--- config.mk ---
export PLATFORM = sky130hd
export DESIGN_NAME = track_nearest_vertex_resampler_top_flat
export DESIGN_NICKNAME = d
export VERILOG_FILES = /design/src/tnvr_pkg.sv /design/src/tnvr_point_if.sv /design/src/tnvr_sample_if.sv /design/src/track_nearest_vertex_resampler_top.sv /design/src/flat_wrapper.sv
export SDC_FILE = /design/constraint.sdc
export NUM_CORES = 2
export LEC_CHECK = 0
export ABC_AREA = 1
export BUFFER_PORTS_ARGS = -buffer_cell sky130_fd_sc_hd__buf_2
export CAP_MARGIN = 25
export CORE_ASPECT_RATIO = 1.5
export CORE_UTILIZATION = 34
export DETAILED_ROUTE_END_ITERATION = 8
export PLACE_DENSITY = 0.52
export SYNTH_ARGS = -nofsm -noshare
export SYNTH_HDL_FRONTEND = slang
export SYNTH_SLANG_ARGS = --single-unit
export TNS_END_PERCENT = 50
--- constraint.sdc ---
create_clock -name clk -period 13.3 [get_ports clk]
set_input_delay 1.33 -clock clk [delete_from_list [all_inputs] [get_ports clk]]
set_output_delay 1.33 -clock clk [all_outputs]
set_load 0.005 [all_outputs]
--- src/tnvr_pkg.sv ---
// shared types and fixed field widths for the track nearest vertex resampler
package tnvr_pkg;

  localparam int COORD_W   = 32;
  localparam int SPACING_W = 31;

  typedef struct packed {
    logic signed [COORD_W-1:0] point_x;
    logic signed [COORD_W-1:0] point_y;
    logic signed [COORD_W-1:0] point_z;
    logic                      start_track;
  } point_t;

  typedef struct packed {
    logic signed [COORD_W-1:0] out_x;
    logic signed [COORD_W-1:0] out_y;
    logic signed [COORD_W-1:0] out_z;
    logic                      last_of_run;
  } sample_t;

endpackage

--- src/tnvr_point_if.sv ---
// valid/ready channel carrying one track point per transfer
interface tnvr_point_if;
  import tnvr_pkg::*;

  logic   valid;
  logic   ready;
  point_t data;

  modport source (output valid, output data, input ready);
  modport sink (input valid, input data, output ready);
endinterface

--- src/tnvr_sample_if.sv ---
// valid/ready channel carrying one selected vertex per transfer
interface tnvr_sample_if;
  import tnvr_pkg::*;

  logic    valid;
  logic    ready;
  sample_t data;

  modport source (output valid, output data, input ready);
  modport sink (input valid, input data, output ready);
endinterface

--- src/track_nearest_vertex_resampler_top.sv ---
// Track nearest vertex resampler: takes one track point at a time and emits up to two
// vertices per point (the nearer vertex for each sample that falls on the new segment).
// The first point of a track only becomes the previous point. For any other point a single
// shared subtract/compare unit runs a bit-per-cycle square root of dx^2+dy^2 (COORD_BITS+1
// steps) and then two remainder divisions of the segment start and end by the spacing
// (LENGTH_BITS steps each); the divisions are skipped and nothing is emitted when the
// spacing is zero. points.ready is high only between points; the last result of a point
// waits in the output register while the next point is taken.
module track_nearest_vertex_resampler_top #(
  parameter int COORD_BITS  = 32,
  parameter int LENGTH_BITS = 48
) (
  input  logic                            clk,
  input  logic                            rst,
  tnvr_point_if.sink                      points,
  tnvr_sample_if.source                   samples,
  input  logic                            sample_spacing_we,
  input  logic [tnvr_pkg::SPACING_W-1:0]  sample_spacing_wdata
);
  import tnvr_pkg::*;

  localparam int C          = COORD_BITS;
  localparam int L          = LENGTH_BITS;
  localparam int PROD_W     = 2 * C;
  localparam int RAD_W      = 2 * C + 2;
  localparam int ROOT_W     = C + 1;
  localparam int ROOT_ITERS = C + 1;
  localparam int DIV_W      = SPACING_W + 1;
  localparam int SUB_W      = (C + 4 > DIV_W) ? C + 4 : DIV_W;
  localparam int ITER_MAX   = (L > ROOT_ITERS) ? L : ROOT_ITERS;
  localparam int CNT_W      = $clog2(ITER_MAX);
  localparam logic [L-1:0] LEN_MAX = '1;

  typedef enum logic [3:0] {
    S_IDLE, S_DIFF, S_SQX, S_SQY, S_SUM, S_ROOT, S_ACCUM, S_DIVS, S_DIVE, S_DECIDE, S_WAIT2
  } state_t;

  state_t state;

  logic [SPACING_W-1:0]   spacing;
  logic signed [C-1:0]    cur_x, cur_y, cur_z;
  logic signed [C-1:0]    prev_x, prev_y, prev_z;
  logic                   have_prev;
  logic signed [C-1:0]    last_out_x, last_out_y, last_out_z;
  logic                   have_last;
  logic [L-1:0]           track_len;
  logic [C-1:0]           ax, ay;
  logic [PROD_W-1:0]      prod_r;
  logic [RAD_W-1:0]       rad;
  logic [ROOT_W-1:0]      root;
  logic [SUB_W-1:0]       rem;
  logic [CNT_W-1:0]       cnt;
  logic [L-1:0]           div_q;
  logic [L-1:0]           seg_r;
  logic [SPACING_W-1:0]   rs_r, re_r, first_off;
  logic                   out_valid;
  sample_t                out_r;

  // coordinate differences
  logic signed [C:0] dx, dy;
  assign dx = {cur_x[C-1], cur_x} - {prev_x[C-1], prev_x};
  assign dy = {cur_y[C-1], cur_y} - {prev_y[C-1], prev_y};

  // shared squarer
  logic [C-1:0]      mul_op;
  logic [PROD_W-1:0] prod;
  assign mul_op = (state == S_SQX) ? ax : ay;
  assign prod   = PROD_W'(mul_op) * PROD_W'(mul_op);

  // shared subtract/compare unit for square root and remainder steps
  logic [C+3:0]       sqrt_sh;
  logic [C+2:0]       trial;
  logic [DIV_W-1:0]   div_sh;
  logic [SUB_W-1:0]   sub_a, sub_b;
  logic [SUB_W:0]     diff;
  logic               ge;
  logic [SUB_W-1:0]   step_rem;
  assign sqrt_sh = {rem[C+1:0], rad[RAD_W-1 -: 2]};
  assign trial   = {root, 2'b01};
  assign div_sh  = {rem[DIV_W-2:0], div_q[L-1]};
  always_comb begin
    if (state == S_ROOT) begin
      sub_a = SUB_W'(sqrt_sh);
      sub_b = SUB_W'(trial);
    end else begin
      sub_a = SUB_W'(div_sh);
      sub_b = SUB_W'(spacing);
    end
  end
  assign diff     = {1'b0, sub_a} - {1'b0, sub_b};
  assign ge       = !diff[SUB_W];
  assign step_rem = ge ? diff[SUB_W-1:0] : sub_a;

  // segment end with saturation
  logic [L:0]   len_sum;
  logic         len_sat;
  assign len_sum = {1'b0, track_len} + (L+1)'(root);
  assign len_sat = len_sum[L];

  // selection of vertices
  logic [L-1:0] lms;
  logic         first_ok, pick_first, pick_second;
  logic         same_prev, same_cur, cur_eq_prev, emit1, emit2, slot_free;
  logic         load_out;
  assign lms         = seg_r - L'(re_r);
  assign first_ok    = L'(first_off) <= seg_r;
  assign pick_first  = (L+1)'({first_off, 1'b0}) <= {1'b0, seg_r};
  assign pick_second = {lms, 1'b0} > {1'b0, seg_r};
  assign same_prev   = have_last && last_out_x == prev_x && last_out_y == prev_y
                       && last_out_z == prev_z;
  assign same_cur    = have_last && last_out_x == cur_x && last_out_y == cur_y
                       && last_out_z == cur_z;
  assign cur_eq_prev = cur_x == prev_x && cur_y == prev_y && cur_z == prev_z;
  assign emit1       = first_ok && pick_first && !same_prev;
  assign emit2       = first_ok && pick_second && !(emit1 ? cur_eq_prev : same_cur);
  assign slot_free   = !out_valid || samples.ready;
  assign load_out    = (state == S_DECIDE && slot_free && (emit1 || emit2))
                       || (state == S_WAIT2 && samples.ready);

  assign points.ready  = (state == S_IDLE);
  assign samples.valid = out_valid;
  assign samples.data  = out_r;

  always_ff @(posedge clk) begin
    if (rst) begin
      state     <= S_IDLE;
      spacing   <= '0;
      have_prev <= 1'b0;
      have_last <= 1'b0;
      track_len <= '0;
      out_valid <= 1'b0;
      cnt       <= '0;
      prev_x    <= '0;
      prev_y    <= '0;
      prev_z    <= '0;
      last_out_x <= '0;
      last_out_y <= '0;
      last_out_z <= '0;
    end else begin
      if (sample_spacing_we) begin
        spacing <= sample_spacing_wdata;
      end
      if (load_out) begin
        out_valid <= 1'b1;
      end else if (out_valid && samples.ready) begin
        out_valid <= 1'b0;
      end

      case (state)
        S_IDLE: begin
          if (points.valid) begin
            cur_x <= points.data.point_x[C-1:0];
            cur_y <= points.data.point_y[C-1:0];
            cur_z <= points.data.point_z[C-1:0];
            if (points.data.start_track) begin
              track_len <= '0;
              have_last <= 1'b0;
            end
            if (points.data.start_track || !have_prev) begin
              // first point of a track only becomes the previous point
              prev_x    <= points.data.point_x[C-1:0];
              prev_y    <= points.data.point_y[C-1:0];
              prev_z    <= points.data.point_z[C-1:0];
              have_prev <= 1'b1;
            end else begin
              state <= S_DIFF;
            end
          end
        end
        S_DIFF: begin
          ax    <= dx[C] ? C'(-dx) : dx[C-1:0];
          ay    <= dy[C] ? C'(-dy) : dy[C-1:0];
          state <= S_SQX;
        end
        S_SQX: begin
          prod_r <= prod;
          state  <= S_SQY;
        end
        S_SQY: begin
          prod_r <= prod;
          rad    <= RAD_W'(prod_r);
          state  <= S_SUM;
        end
        S_SUM: begin
          rad   <= rad + RAD_W'(prod_r);
          root  <= '0;
          rem   <= '0;
          cnt   <= CNT_W'(ROOT_ITERS - 1);
          state <= S_ROOT;
        end
        S_ROOT: begin
          rem  <= step_rem;
          root <= {root[ROOT_W-2:0], ge};
          rad  <= rad << 2;
          cnt  <= cnt - CNT_W'(1);
          if (cnt == '0) begin
            state <= S_ACCUM;
          end
        end
        S_ACCUM: begin
          div_q     <= track_len;
          seg_r     <= len_sat ? ~track_len : L'(root);
          track_len <= len_sat ? LEN_MAX : len_sum[L-1:0];
          rem       <= '0;
          cnt       <= CNT_W'(L - 1);
          if (spacing == '0) begin
            prev_x <= cur_x;
            prev_y <= cur_y;
            prev_z <= cur_z;
            state  <= S_IDLE;
          end else begin
            state <= S_DIVS;
          end
        end
        S_DIVS: begin
          if (cnt == '0) begin
            // remainder of the segment start, then divide the segment end
            rs_r  <= step_rem[SPACING_W-1:0];
            rem   <= '0;
            div_q <= track_len;
            cnt   <= CNT_W'(L - 1);
            state <= S_DIVE;
          end else begin
            rem   <= step_rem;
            div_q <= div_q << 1;
            cnt   <= cnt - CNT_W'(1);
          end
        end
        S_DIVE: begin
          first_off <= (rs_r == '0) ? '0 : spacing - rs_r;
          rem       <= step_rem;
          div_q     <= div_q << 1;
          cnt       <= cnt - CNT_W'(1);
          if (cnt == '0) begin
            re_r  <= step_rem[SPACING_W-1:0];
            state <= S_DECIDE;
          end
        end
        S_DECIDE: begin
          if (slot_free) begin
            prev_x <= cur_x;
            prev_y <= cur_y;
            prev_z <= cur_z;
            state  <= (emit1 && emit2) ? S_WAIT2 : S_IDLE;
            if (emit1) begin
              out_r.out_x       <= COORD_W'(prev_x);
              out_r.out_y       <= COORD_W'(prev_y);
              out_r.out_z       <= COORD_W'(prev_z);
              out_r.last_of_run <= !emit2;
            end else if (emit2) begin
              out_r.out_x       <= COORD_W'(cur_x);
              out_r.out_y       <= COORD_W'(cur_y);
              out_r.out_z       <= COORD_W'(cur_z);
              out_r.last_of_run <= 1'b1;
            end
            if (emit2) begin
              last_out_x <= cur_x;
              last_out_y <= cur_y;
              last_out_z <= cur_z;
              have_last  <= 1'b1;
            end else if (emit1) begin
              last_out_x <= prev_x;
              last_out_y <= prev_y;
              last_out_z <= prev_z;
              have_last  <= 1'b1;
            end
          end
        end
        S_WAIT2: begin
          // second vertex follows once the first one is transferred
          if (samples.ready) begin
            out_r.out_x       <= COORD_W'(cur_x);
            out_r.out_y       <= COORD_W'(cur_y);
            out_r.out_z       <= COORD_W'(cur_z);
            out_r.last_of_run <= 1'b1;
            state             <= S_IDLE;
          end
        end
        default: begin
          state <= S_IDLE;
        end
      endcase
    end
  end

endmodule

--- src/flat_wrapper.sv ---
// flat-port wrapper written by rule: the top's interface ports become plain ports
module track_nearest_vertex_resampler_top_flat import tnvr_pkg::*;
#(
  parameter int COORD_BITS  = 32,
  parameter int LENGTH_BITS = 48
)
  (clk, rst, sample_spacing_we, sample_spacing_wdata, points_valid, points_data, points_ready, samples_valid, samples_data, samples_ready);
  tnvr_point_if points_i ();
  tnvr_sample_if samples_i ();
  input  logic clk;
  input  logic rst;
  input  logic sample_spacing_we;
  input  logic [tnvr_pkg::SPACING_W-1:0] sample_spacing_wdata;
  input wire logic [$bits(points_i.valid)-1:0] points_valid;
  input wire logic [$bits(points_i.data)-1:0] points_data;
  output wire logic [$bits(points_i.ready)-1:0] points_ready;
  output wire logic [$bits(samples_i.valid)-1:0] samples_valid;
  output wire logic [$bits(samples_i.data)-1:0] samples_data;
  input wire logic [$bits(samples_i.ready)-1:0] samples_ready;
  assign points_i.valid = points_valid;
  assign points_i.data = points_data;
  assign points_ready = points_i.ready;
  assign samples_valid = samples_i.valid;
  assign samples_data = samples_i.data;
  assign samples_i.ready = samples_ready;
  track_nearest_vertex_resampler_top #(.COORD_BITS(COORD_BITS), .LENGTH_BITS(LENGTH_BITS)) u_core (.clk(clk), .rst(rst), .points(points_i), .samples(samples_i), .sample_spacing_we(sample_spacing_we), .sample_spacing_wdata(sample_spacing_wdata));
endmodule
# Yosys cells after proc, flatten, opt, wreduce, memory -nomap -nowiden

Index checks and enable logic that the tools add are counted.

Bits in registers: 927
Bits of input ports: 133
Output and inout bits: 99
Word-level logic and storage cells: 205

$add $sub $neg: 10
$mul: 1
$lt $le $gt $ge: 3
Eq/ne operators: 30
Multiplexer cells: 64
Bitwise operators: 2
Reductions and logical operators: 63

Operator list:

| operator          | count |
|---|---|
| $mux W32          | 21 |
| $mux W97          | 4 |
| $eq A32 B32 Y1    | 9 |
| $pmux W32 S3      | 3 |
| $pmux W66 S3      | 1 |
| $pmux W97 S2      | 1 |
| $mux W48          | 4 |
| $pmux W48 S3      | 1 |
| $pmux W34 S3      | 1 |
| $pmux W48 S2      | 1 |
| $mux W34          | 2 |
| $add A66 B64 Y66  | 1 |
| $pmux W33 S2      | 1 |
| $sub A32 B32 Y33  | 2 |
| $mul A32 B32 Y64  | 1 |
| $neg A32 Y32      | 2 |
| $logic_not A31 Y1 | 2 |
| $add A48 B33 Y49  | 1 |
| $gt A49 B48 Y1    | 1 |
| $le A31 B48 Y1    | 1 |
| $le A32 B48 Y1    | 1 |
| $not A48 Y48      | 1 |
| $sub A48 B31 Y48  | 1 |
| $pmux W4 S11      | 1 |
| 33 further kinds  | 109 |

# Depth between registers and ports, before layout

Word-level depth: 13
Gate-level depth with buffers: 39

# Worst setup path after synthesis

No wires, ideal clock.

Path kind: register -> register
From: register u_core.state[1]
To: register u_core.prod_r[61] (data pin)
Library setup time: 252 ps
Arrival: 7806 ps
Slack: 5242 ps
Cell stages (with the launch flop): 34
Clock period less this slack: 8058 ps
Path through: dfxtp_1 -> inv_2 -> nor2_1 -> nand2_1 -> clkbuf_1 -> nand2_1 -> o21ai_0 -> inv_1 -> clkbuf_1 -> clkbuf_1 -> nor2_1 -> fa_1 -> inv_1 -> fa_1 -> inv_1 -> fa_1 -> inv_1 -> fa_1 -> inv_1 -> fa_1 -> fa_1 -> fa_1 -> fa_1 -> ha_1 -> nand2_1 -> nor2_1 -> nand2_1 -> or2_2 -> o2111ai_1 -> a21boi_0 -> o21ai_0 -> nand4_1 -> nand3_1 -> nand2_1

Word-level cells in the longest chain between the ends: 3

Ends and longest elaborated chain:

| item                   | line                                      | text |
|---|---|---|
| start, declared        | track_nearest_vertex_resampler_top.sv:38  | `state_t state;` |
| start signal, assigned | track_nearest_vertex_resampler_top.sv:244 | `state <= (emit1 && emit2) ? S_WAIT2 : S_IDLE;` |
| $eq A4 B2 Y1           | track_nearest_vertex_resampler_top.sv:67  | `assign mul_op = (state == S_SQX) ? ax : ay;` |
| $mux W32               | track_nearest_vertex_resampler_top.sv:67  |  |
| $mul A32 B32 Y64       | track_nearest_vertex_resampler_top.sv:68  | `assign prod = PROD_W'(mul_op) * PROD_W'(mul_op);` |
| net u_core.prod[61]    | track_nearest_vertex_resampler_top.sv:66  | `logic [PROD_W-1:0] prod;` |
| end signal, assigned   | track_nearest_vertex_resampler_top.sv:176 | `prod_r <= prod;` |
| end signal, assigned   | track_nearest_vertex_resampler_top.sv:180 | `prod_r <= prod;` |
| end, declared          | track_nearest_vertex_resampler_top.sv:48  | `logic [PROD_W-1:0] prod_r;` |

The timed path passes the listed nets, and every way through them passes these cells.
A chain may end at the register's enable or synchronous reset.

# Worst setup path in the final report

From: register u_core.state[1]
To: register u_core.prod_r[50] (data pin)

The elaborated chain is that of the path after synthesis.

==> metrics.md <==
| Metric | Value |
|---|---|
| WL per Instance | between 20 and 25 um |
| TritonCTS Buffers | 102 |
| Die Area | 272,000 sq um |
| Iter 0 DRT Violations | 5,538 |
| Slew @ Worst Pin | between 1 and 1.5 ns |
| Layout cells sized above 1 | 0.0531 |
| Post-synth EDFFs | 642 |
| GRT overflow | 0 |
| Synth-to-Final Area Change | 9.64% |
| Top cell by count, worst path | fa_1 |
| CTS sink cnt | 926 |
| Met3 WL | 15,400 um |
| Initial Util | 0.342 |
| Clk Latency, worst-skew pair | 0.78 ns |
| Mapped cell area | 91,600 sq um |
| Htree depth | 3 |
| Via count | 79,600 |
| Clock Path Buffers | 3 |
| FP Rows | 233 |
| FF+latch count, synth | 926 |
| Max-slew violation count | 0 |
| Final routed DRC violation total | 0 |
| Vias per inst | 5.10 |
| Setup tns final | 0 ns |
| Register area share after synthesis | 0.272 |
| Post-Syn Instances | 11,900 |
| Worst Skew | 0.0717 ns |
| Main synth FF type | edfxtp_1 |
| YS warnings | 0 |
| Clock transition at path regs | 0.07 ns |
| Highest routed layer | met5 |
| Final ANT Viol Nets | 0 |
| First-pass GRT wire length | 516,000 um |
| Max_slew headroom | 0.301 |
| Asr flop ratio synth | 0 |
| Die height | approximately 640 um |
| PortBufs | roughly 230 |
| Worst hold path class | flip-flop to flip-flop |
| WL met2 | 181,000 um |
| Final wirelength | 351,000 um |
| DIE WIDTH | between 400 and 500 um |
| Wl on met1 | 129,000 um |
| Initial antenna violation count | 21 |
| Largest net degree at the start of global routing | about 120 |
| Tmin final | 10.56 ns |
| Crit path required time | 13.80 ns |
| Gp weighted congestion | a little over 1 |
| Worst endpoint data arrival time | 11.06 ns |
| Worst stage delay on the critical path | 0.76 ns |
| Max cap viols | 0 |
| Maximum fanout along the worst path | 34 |
| Post-cts sizing count | 0 |
| Setup violators final | 0 |
| Pre-antenna DRT Iters | 6 |
| Syn Area/Cell | slightly below 8 sq um |
| Final Net Count | ~14,000 |
| Crit share post-route | 0.794 |
| Synth top area cells | edfxtp_1 (21%), fa_1 (17%), nand2_1 (10%) |
| Crit Path Category | flip-flop to flip-flop |
| Core Area | 268,000 sq um |
| Synth top area share | 0.210 |
| Overall routing resource usage | 0.255 |
| Hold Violations, Final | 0 |
| Max Fclk | 94.7 MHz |
| Library cells used by synthesis | 60 |
| Dpl hpwl | 287,000 um |
| TritonCTS clock tree | built |
| Root Buffer | clkbuf_16 |
| Post-CTS Hold Fix Bufs | 0 |
| Cell taking the most area after synthesis | edfxtp_1 |
| Worst setup SP type | flip-flop |
| Unrepaired setup endpoints after global routing | false |
| Num ports | 232 |
| CP endpoint kind | flip-flop |
| Buffers inserted by post-CTS timing repair | 0 |
| Vias in the first global route | 81,600 |
| CP max stage cell | clkinv_1 |
| Status | finished, final reports clean |
cell families after synthesis:
kind of cell,count (synthesis),share of synthesized area
other,1,0.0000409
buffers and inverters,2586,0.108
adders and majority gates,1455,0.264
DFF,926,0.272
and+or+nand+nor,4590,0.203
xor gates and xnor gates,344,0.0330
AOI/OAI and AO/OA,1933,0.116
muxes,32,0.00392
Yosys cell counts, types with 70 or more instances:
cell      instances
clkbuf_1        234
a21oi_1         640
inv_1          2242
xor2_1          218
edfxtp_1        642
nand2_1        2455
dfxtp_1         284
o21bai_1         70
nor3_1          107
o21ai_0         843
xnor2_1         125
a31oi_1         166
ha_1            656
nand4_1         134
fa_1            799
nand3_1         404
nor2_1         1363
state kept, by name (all words and copies together), names as in the netlist, 33 cells and up:
register and cells:
u_core.div_q 48, u_core.prod_r 63, u_core.seg_r 48, u_core.samples.data 97
u_core.root 33, u_core.rem 34, u_core.rad 66, u_core.track_len 48
cell type report:
type	count	area, sq um
Fill cell	28600	168000
Inverter	2264	8520
Antenna cell	5	12.5
Multi-Input combinational cell	8369	57000
Clock buffer	121	2710
Timing Repair Buffer	332	1930
Tap cell	3525	4410
Sequential cell	926	25000
Clock inverter	73	935
layer usage:
| layer | vias up | global-route usage |
|---|---|---|
| met5 | - | 0 |
| met4 | 6 | 0.165 |
| met3 | 844 | 0.0283 |
| met2 | 2335 | 0.467 |
| met1 | 38300 | 0.276 |
| li1 | 38100 | - |
worst paths after layout:
kind                    startpoint                 to  slack (ns)  cells past startpoint
hold / removal    u_core.have_prev   u_core.have_prev        0.46                      2
setup reg to reg   u_core.state[1]  u_core.prod_r[50]        2.74                     30
hold reg to reg   u_core.have_prev   u_core.have_prev        0.46                      2
setup / recovery   u_core.state[1]  u_core.prod_r[50]        2.74                     30
through the flow:
stage / std cells / instance area, sq um / hold slack, ns / utilization / worst slack (ns)
detailed placement: 15400 / 96800 / 0.453 / 0.361 / 2.88
global placement: 15400 / 96800 / 0.447 / 0.361 / 3.02
floorplan: 11900 / 91700 / 0.436 / - / 5.24
finish: 15600 / 100000 / 0.464 / 0.375 / 2.74
CTS: 15600 / 100000 / 0.463 / 0.374 / 2.85
global route: 15600 / 100000 / 0.477 / 0.375 / 2.32
worst max-delay path: cells and delay by family, from the launching register on:
| family | cells | cell delay (ns) |
|---|---|---|
| adders and majority gates | 9 | 4.42 |
| AOI/OAI and AO/OA | 4 | 1.49 |
| DFF | 1 | 0.44 |
| buffers and inverters | 7 | 1.97 |
| and+or+nand+nor | 9 | 1.84 |
| xor gates and xnor gates | 1 | 0.09 |
cells in the final DEF, fill, tap and decap left out, types with 165 or more instances in the layout:
cell type,count
o21ai_0,829
xor2_1,218
ha_1,656
a31oi_1,165
edfxtp_1,642
a21oi_1,638
buf_2,230
dfxtp_1,284
nand3_1,403
inv_1,2236
nor2_1,1354
fa_1,799
nand2_1,2451
Power is left out: the tool's default activity adds up to more than one toggle a clock period on the data nets, which glitch-free logic cannot reach.
